`src/design/npc_pkg.sv`:
```
`timescale 1ns / 1ps

package npc_pkg;

    localparam int PAT_BYTES       = 16;
    localparam int WIN_CAP         = PAT_BYTES - 1;
    localparam int LEN_W           = 5;
    localparam int OUT_COUNT_W     = 32;
    localparam int CFG_DATA_W      = 64;
    localparam int CFG_ADDR_W      = 5;
    localparam int MAX_PATTERN_DEF = 16;
    localparam int COUNT_WIDTH_DEF = 32;

    typedef enum logic [1:0] {
        REG_PAT_LOW  = 2'd0,
        REG_PAT_HIGH = 2'd1,
        REG_PAT_LEN  = 2'd2
    } t_reg_idx;

    // Pattern laid out against the window: win_exp[k] is the byte expected k+1
    // places before the current one, win_use[k] says whether that place counts.
    typedef struct packed {
        logic [LEN_W-1:0]              len;
        logic [7:0]                    last_exp;
        logic [WIN_CAP-1:0][7:0]       win_exp;
        logic [WIN_CAP-1:0]            win_use;
    } t_match_cfg;

endpackage

```
`src/design/npc_if.sv`:
```
`timescale 1ns / 1ps

interface npc_in_if;
    logic       valid;
    logic       ready;
    logic [7:0] data_byte;
    logic       last_byte;

    modport source (output valid, output data_byte, output last_byte, input ready);
    modport sink   (input valid, input data_byte, input last_byte, output ready);
endinterface

interface npc_out_if;
    logic                               valid;
    logic                               ready;
    logic                               match_found;
    logic [npc_pkg::OUT_COUNT_W-1:0]    occurrence_count;
    logic                               stream_done;

    modport source (output valid, output match_found, output occurrence_count,
                    output stream_done, input ready);
    modport sink   (input valid, input match_found, input occurrence_count,
                    input stream_done, output ready);
endinterface

```
`src/design/nonoverlap_pattern_counter_unit.sv`:
```
`timescale 1ns / 1ps
// A request accepted into the input register moves on to the result register when that is free.
// Throughput: one byte per cycle while results are taken; the window compare and the count update sit
// between the input register and the result register, both advancing together.
// Reset (synchronous, active low): pattern 0, length 1, window, seen count,
// hold-off and running count cleared; both pipeline registers empty.
module nonoverlap_pattern_counter_unit #(
    parameter int MAX_PATTERN = npc_pkg::MAX_PATTERN_DEF,
    parameter int COUNT_WIDTH = npc_pkg::COUNT_WIDTH_DEF
) (
    input  logic                            i_clk,
    input  logic                            i_rst_n,
    npc_in_if.sink                          i_in,
    npc_out_if.source                       o_out,
    input  logic                            psel,
    input  logic                            penable,
    input  logic                            pwrite,
    input  logic [npc_pkg::CFG_ADDR_W-1:0]  paddr,
    input  logic [npc_pkg::CFG_DATA_W-1:0]  pwdata,
    output logic [npc_pkg::CFG_DATA_W-1:0]  prdata,
    output logic                            pready
);

    localparam int OW = npc_pkg::OUT_COUNT_W;

    npc_pkg::t_match_cfg match_cfg;

    logic          r_s1_valid;
    logic [7:0]    r_s1_byte;
    logic          r_s1_last;
    logic          r_o_valid;
    logic          r_o_match;
    logic [OW-1:0] r_o_count;
    logic          r_o_done;

    logic          out_free;
    logic          adv;
    logic          hit;
    logic [OW-1:0] count;

    npc_cfg #(
        .MAX_PATTERN (MAX_PATTERN)
    ) u_cfg (
        .i_clk   (i_clk),
        .i_rst_n (i_rst_n),
        .psel    (psel),
        .penable (penable),
        .pwrite  (pwrite),
        .paddr   (paddr),
        .pwdata  (pwdata),
        .prdata  (prdata),
        .pready  (pready),
        .o_cfg   (match_cfg)
    );

    npc_match #(
        .MAX_PATTERN (MAX_PATTERN),
        .COUNT_WIDTH (COUNT_WIDTH)
    ) u_match (
        .i_clk   (i_clk),
        .i_rst_n (i_rst_n),
        .i_adv   (adv),
        .i_byte  (r_s1_byte),
        .i_last  (r_s1_last),
        .i_cfg   (match_cfg),
        .o_hit   (hit),
        .o_count (count)
    );

    assign out_free   = !r_o_valid || o_out.ready;
    assign adv        = r_s1_valid && out_free;
    assign i_in.ready = !r_s1_valid || out_free;

    always_ff @(posedge i_clk) begin
        if (!i_rst_n) begin
            r_s1_valid <= 1'b0;
        end else if (i_in.ready) begin
            r_s1_valid <= i_in.valid;
        end
    end

    always_ff @(posedge i_clk) begin
        if (i_in.ready && i_in.valid) begin
            r_s1_byte <= i_in.data_byte;
            r_s1_last <= i_in.last_byte;
        end
    end

    // Hold the result until taken; refill in the same cycle it drains.
    always_ff @(posedge i_clk) begin
        if (!i_rst_n) begin
            r_o_valid <= 1'b0;
        end else if (out_free) begin
            r_o_valid <= adv;
        end
    end

    always_ff @(posedge i_clk) begin
        if (adv) begin
            r_o_match <= hit;
            r_o_count <= count;
            r_o_done  <= r_s1_last;
        end
    end

    assign o_out.valid            = r_o_valid;
    assign o_out.match_found      = r_o_match;
    assign o_out.occurrence_count = r_o_count;
    assign o_out.stream_done      = r_o_done;

    a_stall_holds_stage: assert property (@(posedge i_clk) disable iff (!i_rst_n)
        r_s1_valid && !out_free |=> r_s1_valid && $stable(r_s1_byte) && $stable(r_s1_last))
        else $error("input stage lost a request during a stall");

    a_result_from_stage: assert property (@(posedge i_clk) disable iff (!i_rst_n)
        $rose(r_o_valid) |-> $past(r_s1_valid))
        else $error("result appeared without a staged request");

    a_done_count_zero_next: assert property (@(posedge i_clk) disable iff (!i_rst_n)
        adv && r_s1_last |=> (count == '0) || hit)
        else $error("count carried past the end of a stream");

endmodule

```
`src/design/npc_cfg.sv`:
```
`timescale 1ns / 1ps

module npc_cfg #(
    parameter int MAX_PATTERN = npc_pkg::MAX_PATTERN_DEF
) (
    input  logic                            i_clk,
    input  logic                            i_rst_n,
    input  logic                            psel,
    input  logic                            penable,
    input  logic                            pwrite,
    input  logic [npc_pkg::CFG_ADDR_W-1:0]  paddr,
    input  logic [npc_pkg::CFG_DATA_W-1:0]  pwdata,
    output logic [npc_pkg::CFG_DATA_W-1:0]  prdata,
    output logic                            pready,
    output npc_pkg::t_match_cfg             o_cfg
);

    localparam int LW = npc_pkg::LEN_W;

    logic [63:0]   r_pat_low;
    logic [63:0]   r_pat_high;
    logic [LW-1:0] r_pat_len;
    npc_pkg::t_match_cfg r_cfg;
    npc_pkg::t_match_cfg n_cfg;

    npc_pkg::t_reg_idx reg_idx;
    logic              wr_en;
    logic [npc_pkg::PAT_BYTES-1:0][7:0] pat;
    logic [LW-1:0]     len_eff;
    logic [LW-1:0]     pos;

    assign reg_idx = npc_pkg::t_reg_idx'(paddr[4:3]);
    assign wr_en   = psel && penable && pwrite;
    assign pready  = 1'b1;

    always_ff @(posedge i_clk) begin
        if (!i_rst_n) begin
            r_pat_low  <= '0;
            r_pat_high <= '0;
            r_pat_len  <= LW'(1);
        end else if (wr_en) begin
            unique case (reg_idx)
                npc_pkg::REG_PAT_LOW:  r_pat_low  <= pwdata;
                npc_pkg::REG_PAT_HIGH: r_pat_high <= pwdata;
                npc_pkg::REG_PAT_LEN:  r_pat_len  <= pwdata[LW-1:0];
                default: ;
            endcase
        end
    end

    always_comb begin
        unique case (reg_idx)
            npc_pkg::REG_PAT_LOW:  prdata = r_pat_low;
            npc_pkg::REG_PAT_HIGH: prdata = r_pat_high;
            npc_pkg::REG_PAT_LEN:  prdata = {{(npc_pkg::CFG_DATA_W-LW){1'b0}}, r_pat_len};
            default:               prdata = '0;
        endcase
    end

    // Clamp length, then align the pattern against the byte window.
    always_comb begin
        pat = {r_pat_high, r_pat_low};
        if (r_pat_len == '0) begin
            len_eff = LW'(1);
        end else if (r_pat_len > LW'(MAX_PATTERN)) begin
            len_eff = LW'(MAX_PATTERN);
        end else begin
            len_eff = r_pat_len;
        end
        n_cfg.len      = len_eff;
        pos            = len_eff - LW'(1);
        n_cfg.last_exp = pat[pos[3:0]];
        for (int k = 0; k < npc_pkg::WIN_CAP; k++) begin
            pos              = len_eff - LW'(2) - LW'(k);
            n_cfg.win_use[k] = (LW'(k + 1) < len_eff);
            n_cfg.win_exp[k] = pat[pos[3:0]];
        end
    end

    always_ff @(posedge i_clk) begin
        if (!i_rst_n) begin
            r_cfg <= '{len: LW'(1), last_exp: 8'd0, win_exp: '0, win_use: '0};
        end else begin
            r_cfg <= n_cfg;
        end
    end

    assign o_cfg = r_cfg;

endmodule

```
`src/design/npc_match.sv`:
```
`timescale 1ns / 1ps

module npc_match #(
    parameter int MAX_PATTERN = npc_pkg::MAX_PATTERN_DEF,
    parameter int COUNT_WIDTH = npc_pkg::COUNT_WIDTH_DEF
) (
    input  logic                                i_clk,
    input  logic                                i_rst_n,
    input  logic                                i_adv,
    input  logic [7:0]                          i_byte,
    input  logic                                i_last,
    input  npc_pkg::t_match_cfg                 i_cfg,
    output logic                                o_hit,
    output logic [npc_pkg::OUT_COUNT_W-1:0]     o_count
);

    localparam int WD     = MAX_PATTERN - 1;
    localparam int SEEN_W = $clog2(MAX_PATTERN + 1);
    localparam int HOLD_W = $clog2(MAX_PATTERN);
    localparam int LW     = npc_pkg::LEN_W;
    localparam int OW     = npc_pkg::OUT_COUNT_W;
    localparam int EXT_W  = (COUNT_WIDTH > OW) ? COUNT_WIDTH : OW;

    logic [7:0]             r_win [0:WD-1];
    logic [SEEN_W-1:0]      r_seen;
    logic [HOLD_W-1:0]      r_holdoff;
    logic [COUNT_WIDTH-1:0] r_count;

    logic [HOLD_W-1:0]      n_holdoff;
    logic [SEEN_W-1:0]      n_seen;
    logic [COUNT_WIDTH-1:0] n_count;

    logic             win_ok;
    logic [LW:0]      seen_p1;
    logic             seen_ok;
    logic             hit;
    logic [EXT_W-1:0] cnt_ext;

    always_comb begin
        win_ok = 1'b1;
        for (int k = 0; k < WD; k++) begin
            if (i_cfg.win_use[k] && (r_win[k] != i_cfg.win_exp[k])) begin
                win_ok = 1'b0;
            end
        end
        seen_p1 = (LW + 1)'(r_seen) + (LW + 1)'(1);
        seen_ok = seen_p1 >= {1'b0, i_cfg.len};
        hit     = (r_holdoff == '0) && seen_ok && (i_byte == i_cfg.last_exp) && win_ok;

        if (hit && (r_count != '1)) begin
            n_count = r_count + COUNT_WIDTH'(1);
        end else begin
            n_count = r_count;
        end

        // Block any match that overlaps the one just counted.
        if (hit) begin
            n_holdoff = HOLD_W'(i_cfg.len - LW'(1));
        end else if (r_holdoff != '0) begin
            n_holdoff = r_holdoff - HOLD_W'(1);
        end else begin
            n_holdoff = r_holdoff;
        end

        if (r_seen < SEEN_W'(MAX_PATTERN)) begin
            n_seen = r_seen + SEEN_W'(1);
        end else begin
            n_seen = r_seen;
        end

        cnt_ext = EXT_W'(n_count);
    end

    assign o_hit   = hit;
    assign o_count = (|(cnt_ext >> OW)) ? {OW{1'b1}} : cnt_ext[OW-1:0];

    always_ff @(posedge i_clk) begin
        if (!i_rst_n) begin
            for (int k = 0; k < WD; k++) begin
                r_win[k] <= 8'd0;
            end
            r_seen    <= '0;
            r_holdoff <= '0;
            r_count   <= '0;
        end else if (i_adv) begin
            if (i_last) begin
                for (int k = 0; k < WD; k++) begin
                    r_win[k] <= 8'd0;
                end
                r_seen    <= '0;
                r_holdoff <= '0;
                r_count   <= '0;
            end else begin
                r_win[0] <= i_byte;
                for (int k = 1; k < WD; k++) begin
                    r_win[k] <= r_win[k-1];
                end
                r_seen    <= n_seen;
                r_holdoff <= n_holdoff;
                r_count   <= n_count;
            end
        end
    end

    a_clear_after_last: assert property (@(posedge i_clk) disable iff (!i_rst_n)
        i_adv && i_last |=> (r_count == '0) && (r_seen == '0) && (r_holdoff == '0))
        else $error("stream state not cleared after last byte");

    a_no_hit_in_holdoff: assert property (@(posedge i_clk) disable iff (!i_rst_n)
        (r_holdoff != '0) |-> !hit)
        else $error("match reported inside hold-off");

    a_count_monotonic: assert property (@(posedge i_clk) disable iff (!i_rst_n)
        $past(i_adv) && !$past(i_last) |-> r_count >= $past(r_count))
        else $error("running count went backwards within a stream");

endmodule

```
`src/flat_wrapper.sv`:
```
// flat-port wrapper written by rule: the top's interface ports become plain ports
module nonoverlap_pattern_counter_unit_flat 
#(
    parameter int MAX_PATTERN = npc_pkg::MAX_PATTERN_DEF,
    parameter int COUNT_WIDTH = npc_pkg::COUNT_WIDTH_DEF
)
  (i_clk, i_rst_n, psel, penable, pwrite, paddr, pwdata, prdata, pready, i_in_valid, i_in_data_byte, i_in_last_byte, i_in_ready, o_out_valid, o_out_match_found, o_out_occurrence_count, o_out_stream_done, o_out_ready);
  npc_in_if i_in_i ();
  npc_out_if o_out_i ();
  input  logic i_clk;
  input  logic i_rst_n;
  input  logic psel;
  input  logic penable;
  input  logic pwrite;
  input  logic [npc_pkg::CFG_ADDR_W-1:0] paddr;
  input  logic [npc_pkg::CFG_DATA_W-1:0] pwdata;
  output logic [npc_pkg::CFG_DATA_W-1:0] prdata;
  output logic pready;
  input wire logic [$bits(i_in_i.valid)-1:0] i_in_valid;
  input wire logic [$bits(i_in_i.data_byte)-1:0] i_in_data_byte;
  input wire logic [$bits(i_in_i.last_byte)-1:0] i_in_last_byte;
  output wire logic [$bits(i_in_i.ready)-1:0] i_in_ready;
  output wire logic [$bits(o_out_i.valid)-1:0] o_out_valid;
  output wire logic [$bits(o_out_i.match_found)-1:0] o_out_match_found;
  output wire logic [$bits(o_out_i.occurrence_count)-1:0] o_out_occurrence_count;
  output wire logic [$bits(o_out_i.stream_done)-1:0] o_out_stream_done;
  input wire logic [$bits(o_out_i.ready)-1:0] o_out_ready;
  assign i_in_i.valid = i_in_valid;
  assign i_in_i.data_byte = i_in_data_byte;
  assign i_in_i.last_byte = i_in_last_byte;
  assign i_in_ready = i_in_i.ready;
  assign o_out_valid = o_out_i.valid;
  assign o_out_match_found = o_out_i.match_found;
  assign o_out_occurrence_count = o_out_i.occurrence_count;
  assign o_out_stream_done = o_out_i.stream_done;
  assign o_out_i.ready = o_out_ready;
  nonoverlap_pattern_counter_unit #(.MAX_PATTERN(MAX_PATTERN), .COUNT_WIDTH(COUNT_WIDTH)) u_core (.i_clk(i_clk), .i_rst_n(i_rst_n), .i_in(i_in_i), .o_out(o_out_i), .psel(psel), .penable(penable), .pwrite(pwrite), .paddr(paddr), .pwdata(pwdata), .prdata(prdata), .pready(pready));
endmodule
```
`config.mk`:
```
export PLATFORM = sky130hd
export DESIGN_NAME = nonoverlap_pattern_counter_unit_flat
export DESIGN_NICKNAME = d
export VERILOG_FILES = /design/src/design/npc_pkg.sv /design/src/design/npc_if.sv /design/src/design/nonoverlap_pattern_counter_unit.sv /design/src/design/npc_cfg.sv /design/src/design/npc_match.sv /design/src/flat_wrapper.sv
export SDC_FILE = /design/constraint.sdc
export NUM_CORES = 1
export LEC_CHECK = 0
export BUFFER_PORTS_ARGS = -buffer_cell sky130_fd_sc_hd__buf_4
export CORE_ASPECT_RATIO = 0.9
export CORE_MARGIN = 1.5
export CORE_UTILIZATION = 35
export DETAILED_ROUTE_END_ITERATION = 8
export PLACE_DENSITY = 0.49
export SLEW_MARGIN = 20
export SYNTH_ARGS = -nofsm -noshare
export SYNTH_HDL_FRONTEND = slang
export SYNTH_SLANG_ARGS = --single-unit
```
`constraint.sdc`:
```
create_clock -name i_clk -period 3.9 [get_ports i_clk]
set_clock_uncertainty 0.1 [all_clocks]
set_input_delay 1.17 -clock i_clk [delete_from_list [all_inputs] [get_ports i_clk]]
set_output_delay 1.17 -clock i_clk [all_outputs]
set_load 0.1 [all_outputs]
```
==> qor.yml <==
status: "finished, final reports clean"
rsz0062_at_grt: "false"
cts_hold_buf: 0
finalMaxSlewViolations: 0
fin_worst_hold_slack_ns: 0.381
ys_seq_area_share_pct: 43.5
syn-cell-area_um2: 25900
start_util_pct: 35.4
r2r_cells: 10
clk_latency_ns: 0.63
drive_gt1_share_pct: 15.0
drt_first_pass_iters: 7
rows: 94
hold_viol: 0
setup_tns_ns: 0
drt-initial-drc-count: 1949
track_usage_pct: 24.9
min_path_cells: 2
core_um2: 73200
worst_pin_slew_ns: 0.977
ctsResizeCount: 0
cp-end-kind: "register"
num-nets-final: 3201
ys_ff_latch: 486
clk_pin_slew_ns: 0.06
syn2layout_area_growth_pct: 18.8
avgRoutedWirePerCell_um: 23.4
synth_cell_types: 66
crit_type: "register to register"
crit_path_top_delay_cell: "a31oi_1"
maxCapViolCount: 0
final_cell_area_um2: 30800
cts_setup_buffers: 0
power_density_nw_per_um2: 377
cts_root_buf: "clkbuf_16"
maxSlewHeadroom_pct: 34.8
place_ws_ns: 0.388
ant_nets: 0
fin_crit_ns: 3.55
cp_max_fo: 64
cts_max_level: 2
antenna_found_initial: 6
io_buffers: 181
path_buf_inv: 3
setup_viol: 0
rrSetupSlack_ns: 0.35
drt-vias-per-instance: 5.45
yosys_warnings: 0
grt_max_degree: 152
fmax_ghz: 0.282
grt_pass1_vias: 20874
min_path_type: "register to register"
routed-via-count: 22348
max_stage_delay_ns: 0.59
crit_chain: "buf_4 -> nand2b_4 -> clkinv_2 -> buf_4 -> nand2_1 -> and3_1 -> a31oi_1 -> mux2i_1 -> nand2_1 -> and3_1"
ys.flop_type: "dfxtp_1"
cp-start-kind: "register"
placed_cell_area_um2: 29100
critPathArrivalTime_ns: 3.96
grt_pass1_wl_um: 139000
max-vdd-ir-drop_v: 0.000324
power_mw: 11.6
critical_path_required_ns: 4.30
syn-instance-count: 2984
hpwl_um: 72900
nFillCells: 7231
clock_sink_count: 486
drcViolationCount: 0
die_x_um: 290
avgSynthCellArea_um2: 8.68
cts_tree: "yes"
clk_path_buf_depth: 3
io_pins: 186
async_reset_ff_share_pct: 0
grt-ovfl-total: 0
gp_congestion: 0.925
synth_edf_count: 155
critical_path.top_delay_family: "simple AND/OR/NAND/NOR gates"
syn-num-nets: 3087
drt_wl_total_um: 96100
leakage_nw: 12.4
reg2reg_to: "u_core.u_cfg.o_cfg[86]"
worstHoldStart: "u_core.u_match.r_win[0][6]"
r2r-start: "u_core.u_cfg.r_pat_len[4]"
numCtsBuffers: 52
min_to: "u_core.u_match.r_win[0][6]"
die_y_um: 261
finalCritPeriodShare_pct: 91.1
dieArea_um2: 75700
finalWorstSetupSlack_ns: 0.349
-- layout make-up --
cell class	instances	area [um^2]	share of cell area (%)
diodes	4	10.0	0.0325
clock buffers	64	1400	4.54
clock inverters	32	298	0.968
inverters	19	77.6	0.252
multi-input cells	2258	14300	46.3
flip-flops and latches	486	11300	36.7
well taps	960	1200	3.90
repair buffers	281	2250	7.31
-- worst reg2reg max path: cells and delay by family (launching register included) --
family | cells | cell delay [ns]
and+or+nand+nor | 5 | 1.08
buffers and inverters | 3 | 1.01
muxes | 1 | 0.27
DFF | 1 | 0.39
AOI/OAI and AO/OA | 1 | 0.59
-- sequential cells by signal, summed over array words and instances, names as in the netlist, 4 cells and up --
name / count
u_core.u_cfg.o_cfg: 147
u_core.u_cfg.r_pat_low: 64
u_core.r_s1_byte: 8
u_core.u_match.r_count: 32
u_core.u_match.r_holdoff: 4
u_core.u_cfg.r_pat_len: 5
u_core.u_match.r_win: 120
u_core.u_cfg.r_pat_high: 64
u_core.o_out.occurrence_count: 32
u_core.u_match.r_seen: 5
-- cell families after synthesis --
logic type                 count (synthesis)  share of synthesized area (%)
DFF                                      486                           43.5
muxes                                    330                           13.5
and+or+nand+nor                         1415                           25.3
AOI/OAI and AO/OA                        312                           7.02
other                                      1                         0.0145
adders and majority gates                 18                          0.869
xor gates and xnor gates                 182                           6.15
buffers and inverters                    240                           3.56
-- Yosys cell counts (all sizes together) (20+ instances only) --
library cell / number / share of area [%]
nand4: 53 / 1.3
a31oi: 69 / 1.7
nand2: 810 / 12
xnor2: 154 / 5.2
buf: 27 / 0.48
xor2: 28 / 0.95
nor2: 123 / 1.8
nor3: 20 / 0.39
clkbuf: 194 / 2.8
o21ai: 37 / 0.71
mux2i: 314 / 12
nand3: 32 / 0.64
edfxtp: 155 / 18
dfxtp: 331 / 26
and2: 21 / 0.51
a21oi: 154 / 3.0
and3: 298 / 7.2
-- placed cells by master, fill, tap and decap left out, types with 16 or more instances in the layout --
cell and instances:
buf_4 269, a21oi_1 154, and3_1 298, nor2_4 57, ha_1 17, a31oi_1 69
edfxtp_1 155, xor2_1 26, clkbuf_16 52, nand4_1 52, and2_1 21, mux2i_1 314
nand2_1 810, mux4_2 16, nand3_1 31, xnor2_1 149, nor3_1 19, o21ai_0 31
clkinv_2 19, dfxtp_1 331, nor2_1 62
-- metal layers --
| layer | global-route usage (%) | part of all wire, % | vias up |
|---|---|---|---|
| li1 | - | - | 10559 |
| met1 | 35.1 | 45 | 11028 |
| met2 | 40.3 | 47 | 666 |
| met3 | 2.94 | 5.9 | 95 |
| met4 | 6.40 | 2.5 | 0 |
| met5 | 0 | 0 | - |
-- power breakdown --
part	leakage, nW	total, mW	switching, mW	internal, mW
sequential	4.26	5.52	0.139	5.38
clock	0.843	4.95	2.14	2.82
combinational	7.31	1.14	0.757	0.381
total	12.4	11.6	3.03	8.58
-- stage by stage --
stage | instances | util [%]
after floorplan | 2984 | -
after global placement | 4004 | 39.7
after detailed placement | 4004 | 39.7
after CTS | 4100 | 42.0
after global routing | 4100 | 42.1
final | 4104 | 42.1
-- how the worst max path moves through the flow --
| stage | start | endpoint | slack, ns | cells after the start |
|---|---|---|---|---|
| after floorplan | paddr[4] | prdata[0] | -0.05 | 4 |
| after global placement | paddr[3] | prdata[45] | 0.38 | 5 |
| after detailed placement | paddr[3] | prdata[44] | 0.39 | 5 |
| after CTS | paddr[3] | prdata[44] | 0.38 | 5 |
| after global routing | u_core.u_cfg.r_pat_len[4] | u_core.u_cfg.o_cfg[55] | 0.17 | 9 |
| final | u_core.u_cfg.r_pat_len[4] | u_core.u_cfg.o_cfg[86] | 0.35 | 10 |
Power figures use the tool's default switching activity.
